### config.mk
export PLATFORM = sky130hd
export DESIGN_NAME = greenhouse_climate_switch_controller
export DESIGN_NICKNAME = d
export VERILOG_FILES = /design/src/hw/rtl/cfsc_pkg.sv /design/src/hw/rtl/cfsc_flag_bank.sv /design/src/hw/rtl/cfsc_rules.sv /design/src/hw/rtl/greenhouse_climate_switch_controller.sv
export SDC_FILE = /design/constraint.sdc
export NUM_CORES = 1
export LEC_CHECK = 0
export ABC_AREA = 1
export BUFFER_PORTS_ARGS = -buffer_cell sky130_fd_sc_hd__buf_2
export CAP_MARGIN = 25
export CORE_MARGIN = 5
export CORE_UTILIZATION = 59
export CTS_BUF_LIST = sky130_fd_sc_hd__clkbuf_8
export CTS_CLUSTER_SIZE = 24
export DETAILED_ROUTE_END_ITERATION = 7
export PLACE_DENSITY_LB_ADDON = 0.12
export SETUP_SLACK_MARGIN = 0.5
export SYNTH_ARGS = -nofsm -noshare
export SYNTH_HDL_FRONTEND = slang
export SYNTH_HIERARCHICAL = 1
export SYNTH_SLANG_ARGS = --single-unit
### constraint.sdc
create_clock -name i_clk -period 2.8 [get_ports i_clk]
set_input_delay 0.28 -clock i_clk [delete_from_list [all_inputs] [get_ports i_clk]]
set_output_delay 0.28 -clock i_clk [all_outputs]
set_load 0.02 [all_outputs]
### src/hw/rtl/cfsc_pkg.sv
package cfsc_pkg;

    localparam int unsigned NUM_BINS = 4;
    localparam int unsigned BIN_W    = 2;
    localparam int unsigned IDX_W    = (NUM_BINS > 1) ? $clog2(NUM_BINS) : 1;
    localparam int unsigned FLAGS_W  = 8;
    localparam int unsigned IN_W     = 48;
    localparam int unsigned OUT_W    = 16;

    localparam logic [7:0] HUM_FULL = 8'd100;

    localparam int unsigned F_LAMP1 = 0;
    localparam int unsigned F_LAMP2 = 1;
    localparam int unsigned F_FAN   = 2;
    localparam int unsigned F_MIST  = 3;
    localparam int unsigned F_DAY   = 4;
    localparam int unsigned F_DEW   = 5;
    localparam int unsigned F_RAIN  = 6;
    localparam int unsigned F_DRY   = 7;

    typedef logic [FLAGS_W-1:0] t_flags;

    typedef struct packed {
        logic [7:0]       humidity_now;
        logic [7:0]       temp_now;
        logic             is_rain;
        logic             is_dew;
        logic             is_day;
        logic [7:0]       humidity_setpoint;
        logic [7:0]       night_temp_setpoint;
        logic [7:0]       day_temp_setpoint;
        logic [BIN_W-1:0] bin;
    } t_step;

    typedef struct packed {
        logic             wr_en;
        logic [BIN_W-1:0] bin;
        t_flags           flags;
    } t_bank_wr;

endpackage

### src/hw/rtl/cfsc_flag_bank.sv
module cfsc_flag_bank (
    input  logic                          i_clk,
    input  logic                          i_rst_n,
    input  logic [cfsc_pkg::BIN_W-1:0]    i_rd_bin,
    output cfsc_pkg::t_flags              o_rd_flags,
    input  cfsc_pkg::t_bank_wr            i_wr
);

    cfsc_pkg::t_flags r_flags [cfsc_pkg::NUM_BINS];

    logic rd_ok;
    logic wr_ok;

    assign rd_ok = 32'(i_rd_bin) < cfsc_pkg::NUM_BINS;
    assign wr_ok = 32'(i_wr.bin) < cfsc_pkg::NUM_BINS;

    assign o_rd_flags = rd_ok ? r_flags[i_rd_bin[cfsc_pkg::IDX_W-1:0]] : '0;

    always_ff @(posedge i_clk) begin
        if (!i_rst_n) begin
            for (int i = 0; i < cfsc_pkg::NUM_BINS; i++) begin
                r_flags[i] <= '0;
            end
        end else if (i_wr.wr_en && wr_ok) begin
            r_flags[i_wr.bin[cfsc_pkg::IDX_W-1:0]] <= i_wr.flags;
        end
    end

endmodule

### src/hw/rtl/cfsc_rules.sv
module cfsc_rules (
    input  cfsc_pkg::t_step  i_step,
    input  cfsc_pkg::t_flags i_flags,
    output cfsc_pkg::t_flags o_flags
);

    logic       t_gt_n;
    logic       t_lt_n;
    logic       h_gt_s;
    logic       t_gt_d;
    logic       t_lt_d;
    logic [7:0] t;
    logic [7:0] h;

    assign t      = i_step.temp_now;
    assign h      = i_step.humidity_now;
    assign t_gt_n = t > i_step.night_temp_setpoint;
    assign t_lt_n = t < i_step.night_temp_setpoint;
    assign h_gt_s = h > i_step.humidity_setpoint;
    assign t_gt_d = t > i_step.day_temp_setpoint;
    assign t_lt_d = t < i_step.day_temp_setpoint;

    always_comb begin
        cfsc_pkg::t_flags f;
        f = i_flags;

        // light
        if (!f[cfsc_pkg::F_DAY] && i_step.is_day) begin
            f[cfsc_pkg::F_DAY]   = 1'b1;
            f[cfsc_pkg::F_LAMP1] = 1'b1;
            f[cfsc_pkg::F_LAMP2] = 1'b1;
        end
        if (f[cfsc_pkg::F_DAY] && !i_step.is_day) begin
            f[cfsc_pkg::F_DAY]   = 1'b0;
            f[cfsc_pkg::F_LAMP1] = 1'b0;
            f[cfsc_pkg::F_LAMP2] = 1'b0;
        end

        // dew
        if (!f[cfsc_pkg::F_DEW] && i_step.is_dew) begin
            if (!f[cfsc_pkg::F_MIST] && t_gt_n) begin
                f[cfsc_pkg::F_MIST] = 1'b1;
                f[cfsc_pkg::F_DEW]  = 1'b1;
            end
            if (!f[cfsc_pkg::F_FAN] && t_gt_n) begin
                f[cfsc_pkg::F_FAN] = 1'b1;
            end
        end
        if (f[cfsc_pkg::F_DEW] && (i_step.is_dew || t_gt_n)) begin
            if (f[cfsc_pkg::F_MIST] && h_gt_s) begin
                f[cfsc_pkg::F_MIST] = 1'b0;
            end
            f[cfsc_pkg::F_FAN] = 1'b0;
            f[cfsc_pkg::F_DEW] = 1'b0;
        end

        // rain cloud
        if (!f[cfsc_pkg::F_RAIN] && i_step.is_rain && (h < cfsc_pkg::HUM_FULL)) begin
            if (!f[cfsc_pkg::F_MIST] && t_gt_n) begin
                f[cfsc_pkg::F_MIST] = 1'b1;
                f[cfsc_pkg::F_RAIN] = 1'b1;
            end
            f[cfsc_pkg::F_LAMP2] = 1'b0;
        end
        if (f[cfsc_pkg::F_RAIN] && (!i_step.is_rain || t_lt_n)) begin
            f[cfsc_pkg::F_RAIN] = 1'b0;
            if (f[cfsc_pkg::F_MIST] && h_gt_s) begin
                f[cfsc_pkg::F_MIST] = 1'b0;
            end
            if (!f[cfsc_pkg::F_LAMP2] && i_step.is_day) begin
                f[cfsc_pkg::F_LAMP2] = 1'b1;
            end
        end

        // humidity
        if (!f[cfsc_pkg::F_DRY] && (h < i_step.humidity_setpoint) && t_gt_n) begin
            f[cfsc_pkg::F_DRY]  = 1'b1;
            f[cfsc_pkg::F_MIST] = 1'b1;
        end
        if (f[cfsc_pkg::F_MIST] && !f[cfsc_pkg::F_DEW] && !f[cfsc_pkg::F_RAIN]
            && (h_gt_s || t_lt_n || (h > cfsc_pkg::HUM_FULL))) begin
            f[cfsc_pkg::F_DRY]  = 1'b0;
            f[cfsc_pkg::F_MIST] = 1'b0;
        end
        if (f[cfsc_pkg::F_DRY] && h_gt_s) begin
            f[cfsc_pkg::F_DRY] = 1'b0;
        end
        if (h_gt_s && t_gt_n) begin
            f[cfsc_pkg::F_DRY] = 1'b0;
            f[cfsc_pkg::F_FAN] = 1'b1;
        end

        // temperature
        if (t_gt_d) begin
            f[cfsc_pkg::F_FAN]   = 1'b1;
            f[cfsc_pkg::F_MIST]  = 1'b1;
            f[cfsc_pkg::F_LAMP2] = 1'b0;
        end
        if (t_lt_d) begin
            if (f[cfsc_pkg::F_FAN] && !f[cfsc_pkg::F_DEW]) begin
                f[cfsc_pkg::F_FAN] = 1'b0;
            end
            if (!f[cfsc_pkg::F_LAMP2] && !f[cfsc_pkg::F_RAIN] && f[cfsc_pkg::F_DAY]) begin
                f[cfsc_pkg::F_LAMP2] = 1'b1;
            end
            if (f[cfsc_pkg::F_MIST] && !f[cfsc_pkg::F_DEW] && !f[cfsc_pkg::F_RAIN]
                && !f[cfsc_pkg::F_DRY]) begin
                f[cfsc_pkg::F_MIST] = 1'b0;
            end
        end

        o_flags = f;
    end

endmodule

### src/hw/rtl/greenhouse_climate_switch_controller.sv
// Channel | Dir | Handshake           | Word
// s       | in  | i_s_tvalid/o_s_tready | one control step for one bin
// m       | out | o_m_tvalid/i_m_tready | updated flags of that bin
//
// One word per cycle sustained while the output is not stalled.
// The flag update for a bin is written when its step moves from the input register
// to the output register, so the next step for the same bin sees it at once.
// Reset clears all bin flags and both valid bits.
// A stalled output holds its word; the input register still takes one more word.
module greenhouse_climate_switch_controller (
    input  logic                          i_clk,
    input  logic                          i_rst_n,
    input  logic                          i_s_tvalid,
    output logic                          o_s_tready,
    // bin[1:0], day_temp_setpoint[9:2], night_temp_setpoint[17:10],
    // humidity_setpoint[25:18], is_day[26], is_dew[27], is_rain[28],
    // temp_now[36:29], humidity_now[44:37], zero[47:45]
    input  logic [cfsc_pkg::IN_W-1:0]     i_s_tdata,
    output logic                          o_m_tvalid,
    input  logic                          i_m_tready,
    // bin_out[1:0], lamp1_on[2], lamp2_on[3], fan_on[4], mister_on[5],
    // day_mode[6], dew_active[7], rain_active[8], air_dry[9], zero[15:10]
    output logic [cfsc_pkg::OUT_W-1:0]    o_m_tdata
);

    logic                           r_in_vld;
    cfsc_pkg::t_step                r_in_step;
    logic                           r_out_vld;
    logic [cfsc_pkg::BIN_W-1:0]     r_out_bin;
    cfsc_pkg::t_flags               r_out_flags;

    logic                           advance;
    cfsc_pkg::t_flags               cur_flags;
    cfsc_pkg::t_flags               new_flags;
    cfsc_pkg::t_bank_wr             bank_wr;

    assign advance    = r_in_vld && (!r_out_vld || i_m_tready);
    assign o_s_tready = !r_in_vld || advance;

    assign bank_wr.wr_en = advance;
    assign bank_wr.bin   = r_in_step.bin;
    assign bank_wr.flags = new_flags;

    cfsc_flag_bank u_bank (
        .i_clk      (i_clk),
        .i_rst_n    (i_rst_n),
        .i_rd_bin   (r_in_step.bin),
        .o_rd_flags (cur_flags),
        .i_wr       (bank_wr)
    );

    cfsc_rules u_rules (
        .i_step  (r_in_step),
        .i_flags (cur_flags),
        .o_flags (new_flags)
    );

    always_ff @(posedge i_clk) begin
        if (!i_rst_n) begin
            r_in_vld  <= 1'b0;
            r_out_vld <= 1'b0;
        end else begin
            if (o_s_tready) begin
                r_in_vld <= i_s_tvalid;
            end
            if (advance) begin
                r_out_vld <= 1'b1;
            end else if (i_m_tready) begin
                r_out_vld <= 1'b0;
            end
        end
    end

    always_ff @(posedge i_clk) begin
        if (o_s_tready && i_s_tvalid) begin
            r_in_step <= cfsc_pkg::t_step'(i_s_tdata[$bits(cfsc_pkg::t_step)-1:0]);
        end
        if (advance) begin
            r_out_bin   <= r_in_step.bin;
            r_out_flags <= new_flags;
        end
    end

    assign o_m_tvalid = r_out_vld;
    assign o_m_tdata  = {
        {(cfsc_pkg::OUT_W - cfsc_pkg::FLAGS_W - cfsc_pkg::BIN_W){1'b0}},
        r_out_flags,
        r_out_bin
    };

endmodule

=== Word-level counts from Yosys, hierarchy flattened ===
Memories as Yosys holds them, arrays and structs flattened. A register that Yosys moved wholly into a read port is not among the register bits.
Index checks and enable logic that the tools add are counted.

* Bitwise gates (word level): 0
* $mul: 0
* Add/sub/neg operators: 0
* Muxes and demuxes: 44
* Shift-type cells: 0
* Eq/ne operators: 0
* Div/mod/pow operators: 0
* Magnitude comparators: 8
* Reduce and logical (&&, ||, !) cells: 52

{| class="wikitable"
|+ Operator list
! kind !! number
|-
| $mux W1 || 35
|-
| $logic_and A1 B1 Y1 || 28
|-
| $gt A8 B8 Y1 || 3
|-
| $lt A8 B8 Y1 || 3
|-
| $logic_not A1 Y1 || 16
|-
| $mux W2 || 6
|-
| $gt A8 B7 Y1 const B || 1
|-
| $lt A8 B7 Y1 const B || 1
|-
| $mux W8 || 1
|-
| $reduce_or A8 Y1 || 1
|-
| $logic_or A1 B1 Y1 || 6
|-
| $mux W3 || 2
|-
| $reduce_bool A2 Y1 || 1
|}

* Word-level logic and storage cells: 118
* Output and inout port bits: 18
* Register bits: 57
* Input port bits: 52
* Memory bits (writable): 32
* Latch bits: 0
* Memories kept: 1
* Memory bits (read-only): 0

{| class="wikitable"
|+ Memories
! memory !! words !! bits a word !! read ports !! clocked after memory_dff !! wr ports !! line !! text
|-
| u_bank.r_flags || 4 || 8 || 1 || 1 || 4 || cfsc_flag_bank.sv:9 || <nowiki>cfsc_pkg::t_flags r_flags [cfsc_pkg::NUM_BINS];</nowiki>
|}

=== Longest topological paths before layout ===
* Depth in word-level cells: 27
* Mapped depth: 25
* Depth with buffers taken out: 25

=== Modules after synthesis ===
Netlist, hierarchy kept.

{| class="wikitable"
|+ By module, submodules not included
! module !! cells an instance !! times used !! area an instance (µm²)
|-
| greenhouse_climate_switch_controller || 75 || 1 || 1,795.5
|-
| cfsc_flag_bank || 178 || 1 || 1,616.6
|-
| cfsc_rules || 164 || 1 || 943.4
|}

=== Least setup slack after synthesis ===
OpenSTA, ideal clock, no wires.

* Path kind: reg2reg
* Start point: register r_out_vld (netlist: o_m_tvalid)
* End point: memory u_bank/r_flags[2][0] (netlist name) (enable)
* Library setup time: 0.384 ns
* Setup slack: 0.360 ns
* Buffers on the path: 0
* Stages on the path, launching flop included: 4
* Clock period less this slack: 2.440 ns
* Arrival: 2.055 ns
* Cells stage by stage: dfxtp_1 a21oi_1 nand2_4 o21ai_0

{| class="wikitable"
|+ RTL lines
! element !! line !! text
|-
| start, declared || greenhouse_climate_switch_controller.sv:28 || <nowiki>logic r_out_vld;</nowiki>
|-
| start signal, assigned || greenhouse_climate_switch_controller.sv:61 || <nowiki>r_out_vld <= 1'b0;</nowiki>
|-
| start signal, assigned || greenhouse_climate_switch_controller.sv:67 || <nowiki>r_out_vld <= 1'b1;</nowiki>
|-
| start signal, assigned || greenhouse_climate_switch_controller.sv:69 || <nowiki>r_out_vld <= 1'b0;</nowiki>
|-
| end, declared || cfsc_flag_bank.sv:9 ||
|}

==> impl_metrics.prom <==
# TYPE chip_impl_metric gauge
chip_impl_info{name="run_status",value="finished, final reports clean"} 1
chip_impl_metric{name="rows",unit=""} 31
chip_impl_info{name="hold_class",value="input pin to flop"} 1
chip_impl_metric{name="finalHoldViolations",unit=""} 0
chip_impl_metric{name="dp.cells",unit=""} 575
chip_impl_metric{name="via_per_inst",unit=""} 5.06
chip_impl_metric{name="initial_utilization",unit="%"} 60.4
chip_impl_metric{name="final-instance-count-excl-fill",unit=""} 606
chip_impl_info{name="yosys.area.top_type",value="edfxtp_1"} 1
chip_impl_metric{name="power.ir.vdd_worst",unit="mV"} 0.425
chip_impl_metric{name="detail_route.drc_violations",unit=""} 0
chip_impl_info{name="ctsRootBufferMaster",value="clkbuf_8"} 1
chip_impl_metric{name="syn-cell-area",unit="sq um"} 4360
chip_impl_metric{name="dr.first_iter.drc_count",unit=""} 251
chip_impl_metric{name="postSynth.asyncResetShare",unit="%"} 0
chip_impl_metric{name="static-leakage-power",unit="uW"} 0.00243
chip_impl_info{name="rsz0062_at_grt",value="true"} 1
chip_impl_info{name="timing.critical_path.cells",value="ha_4 -> nand2_4 -> nor2_4 -> nand4_1 -> nand2_4 -> nand2_4 -> nand2_2 -> nand2_2 -> nand2_1 -> nand2_1 -> nand2_1 -> nand2_2 -> nand2_2 -> nand3_2 -> inv_2 -> nand2_2 -> nand2_2 -> a21oi_2 -> inv_2 -> nor2_1"} 1
chip_impl_metric{name="post_route_cells_drive_above_1_share",unit="%"} 29.8
chip_impl_metric{name="synthDominantCellAreaShare",unit="%"} 60.0
chip_impl_metric{name="design_area",unit="sq um"} 5190
chip_impl_info{name="synth_top_flop_cell",value="edfxtp_1"} 1
chip_impl_metric{name="gr-usage-all-layers",unit="%"} 19.3
chip_impl_info{name="cts_tree",value="built"} 1
chip_impl_metric{name="antenna_found_initial",unit=""} 0
chip_impl_info{name="timing.critical_path.max_delay_family",value="simple AND/OR/NAND/NOR gates"} 1
chip_impl_metric{name="grt_first_pass_wirelength",unit="mm"} 13.3
chip_impl_metric{name="synth-xor-area-share",unit="%"} 0
chip_impl_metric{name="syn_inst_count",unit=""} 417
chip_impl_metric{name="path_max_fanout",unit=""} 5
chip_impl_metric{name="power.density",unit="nW/um^2"} 551
chip_impl_info{name="dominant_combinational_cell_family_by_area_after_synthesis",value="simple AND/OR/NAND/NOR gates"} 1
chip_impl_metric{name="post_synth_num_cell_types",unit=""} 33
chip_impl_info{name="critical_path_class",value="flop to flop"} 1
chip_impl_metric{name="num_vias",unit=""} 3068
chip_impl_metric{name="ant_nets",unit=""} 0
chip_impl_metric{name="use_met2",unit="%"} 32.5
chip_impl_info{name="crit_path_capture_type",value="flop"} 1
chip_impl_metric{name="antenna_cells",unit=""} 0
chip_impl_metric{name="yosys_register_bits",unit=""} 89
chip_impl_metric{name="synthesized_area_fraction_occupied_by_adder_cells",unit="%"} 6.89
chip_impl_metric{name="timing.critical_path.buf_inv",unit=""} 2
chip_impl_metric{name="cts_buffers",unit=""} 9
chip_impl_metric{name="vias_in_the_first_global_route",unit=""} 3030
chip_impl_metric{name="gp_weighted_congestion",unit=""} 0.847
chip_impl_metric{name="worst_ep_arrival_time",unit="ps"} 2750
chip_impl_metric{name="post_cts_hold_buffer_count",unit=""} 0
chip_impl_metric{name="numPortBuffers",unit=""} 60
chip_impl_metric{name="grt_util_met1",unit="%"} 24.4
chip_impl_metric{name="critPathRequiredTime",unit="ps"} 2910
chip_impl_metric{name="global_route.usage.met3",unit="%"} 4.53
chip_impl_info{name="cpMostUsedCell",value="nand2_2"} 1
chip_impl_metric{name="clock_tree_sinks",unit=""} 89
chip_impl_metric{name="max_cap_violations",unit=""} 0
chip_impl_info{name="busiest_layer",value="met2"} 1
chip_impl_metric{name="clkTransAtPathRegs",unit="ps"} 90
chip_impl_metric{name="ctsLongestPathBuffers",unit=""} 2
chip_impl_metric{name="synthToLayoutAreaGrowth",unit="%"} 19.2
chip_impl_info{name="synth.most_common_cell",value="inv_1"} 1
chip_impl_info{name="cell_with_the_biggest_individual_delay_on_the_critical_path",value="edfxtp_1"} 1
chip_impl_metric{name="routed_wirelength",unit="mm"} 8.39
chip_impl_metric{name="sequential_to_total_area_share_from_yosys_stat",unit="%"} 60.9
chip_impl_metric{name="grt_max_degree",unit=""} 46
chip_impl_metric{name="syn_avg_cell_area",unit="sq um"} 10.4
chip_impl_metric{name="synth-edff-count",unit=""} 87
chip_impl_metric{name="boundaryPins",unit=""} 70
chip_impl_info{name="yosys-top-cells-count",value="inv_1, edfxtp_1, nand2_1, nor2_1"} 1
chip_impl_metric{name="finalCritPeriodShare",unit="%"} 94.1
chip_impl_metric{name="clock_insertion_delay_worst_skew",unit="ps"} 360
chip_impl_metric{name="synth.area.mux_share",unit="%"} 0
chip_impl_metric{name="number_of_optimization_iterations_in_the_first_detailed_route_pass",unit=""} 5
chip_impl_metric{name="fin_setup_tns",unit="ps"} 0
chip_impl_metric{name="wire_per_inst",unit="microns"} 13.8
chip_impl_metric{name="least_margin_pin_slew",unit="ps"} 543
chip_impl_metric{name="placedInstanceArea",unit="sq um"} 4760
chip_impl_metric{name="die_area",unit="sq um"} 9200
chip_impl_metric{name="clock.fmax",unit="MHz"} 380
chip_impl_metric{name="slowest_delay",unit="ps"} 440
chip_impl_info{name="synth_area_leaders",value="edfxtp_1, inv_1, ha_1"} 1
chip_impl_metric{name="chipHeight",unit="microns"} 95.9
chip_impl_metric{name="hpwlAfterDp",unit="mm"} 5.70
chip_impl_metric{name="globalRouteOverflowTotal",unit=""} 0
chip_impl_metric{name="post_synthesis_simple_gate_area_fraction",unit="%"} 17.6
chip_impl_info{name="worst_setup_path_start_kind",value="flop"} 1
chip_impl_metric{name="ys_warn_count",unit=""} 6
chip_impl_metric{name="setup_viol",unit=""} 0
chip_impl_metric{name="setup_skew_after_layout",unit="ps"} 10.6
chip_impl_metric{name="core_area",unit="sq um"} 7210
chip_impl_metric{name="ctsHtreeMaxLevel",unit=""} 3
chip_impl_metric{name="final_max_slew_viol_count",unit=""} 0
chip_impl_metric{name="finish.net_count",unit=""} 578
chip_impl_metric{name="finalCriticalPeriod",unit="ps"} 2640
chip_impl_metric{name="synth_compound_area_share",unit="%"} 4.60
chip_impl_metric{name="die_width",unit="microns"} 95.9
chip_impl_metric{name="slew_headroom",unit="%"} 63.8
[metal layers]
layer / vias up / part of all wire, %
met5: - / 0
met4: 0 / 2.7
met3: 20 / 7.6
met2: 126 / 49
met1: 1407 / 41
li1: 1515 / -
[report_power, final]
group | switching [uW] | total, uW | leakage, uW | internal, uW
registers | 27.9 | 1570 | 0.000882 | 1550
logic | 300 | 481 | 0.00145 | 181
clock network | 457 | 805 | 0.0000922 | 348
total | 786 | 2860 | 0.00243 | 2070
[cell families after synthesis]
family | after synthesis
simple gates | 166
compound gates | 32
other cells | 1
fa+ha+maj | 24
flops | 89
buf+inv | 105
[cell type report]
class,count,area [sq um]
Multi-Input combinational cell,228,1420
Sequential cell,89,2650
Tap cell,99,124
Clock buffer,10,138
Timing Repair Buffer,81,462
Fill cell,511,2020
Clock inverter,6,43.8
Inverter,93,354
[cell usage in the layout (no fill, tap or decap), types with 5 or more instances in the layout]
cell type / count
nand3_1: 22
ha_1: 23
buf_2: 60
buf_4: 20
nor3_2: 5
nor3_1: 6
a21oi_1: 14
edfxtp_1: 87
nor2_1: 34
clkbuf_8: 10
nand2_1: 69
nand2_4: 6
inv_2: 8
conb_1: 6
inv_1: 83
nand2_2: 11
[worst reg2reg max path, cell delays in order, from the launching register on]
cell and delay (ps):
edfxtp_1 440, ha_4 320, nand2_4 50, nor2_4 110, nand4_1 200, nand2_4 160, nand2_4 70, nand2_2 80
nand2_2 80, nand2_1 70, nand2_1 70, nand2_1 80, nand2_2 70, nand2_2 90, nand3_2 80, inv_2 60
nand2_2 50, nand2_2 70, a21oi_2 70, inv_2 110, nor2_1 50
[sequential cells by signal, indices dropped and copies added, names as in the netlist]
signal and cells:
r_in_step 43, u_bank/r_flags 32, r_out_flags 8, bank_wr 2, r_out_bin 2, o_m_tvalid 1
r_in_vld 1
[worst paths after layout]
| path | from | end | slack, ps | depth (start not counted) |
|---|---|---|---|---|
| worst min-delay path | i_s_tdata[1] | bank_wr[9] | 90 | 1 |
| worst min register to register | r_in_vld | r_in_vld | 500 | 2 |
| worst max-delay path | r_in_step[34] | u_bank/r_flags[1][3] | 160 | 20 |
| worst max register to register | r_in_step[34] | u_bank/r_flags[1][3] | 160 | 20 |
[repair_timing]
action,CTS,global route
cloned,0,0
pin swaps,17,15
endpoints found under the setup margin,20,29
setup buffers,8,7
resized for setup,20,17
[through the flow]
step	util, %	hold slack (ps)	power, uW	worst slack (ps)
6_report	72.0	94.5	2860	165
5_1_grt	72.0	72.1	2990	12.6
4_1_cts	70.2	74.0	2830	230
3_5_place_dp	66.0	458	1990	45.6
3_3_place_gp	66.0	456	1980	138
2_1_floorplan	-	379	1870	488
No activity file was read; power rests on OpenSTA's default activity.
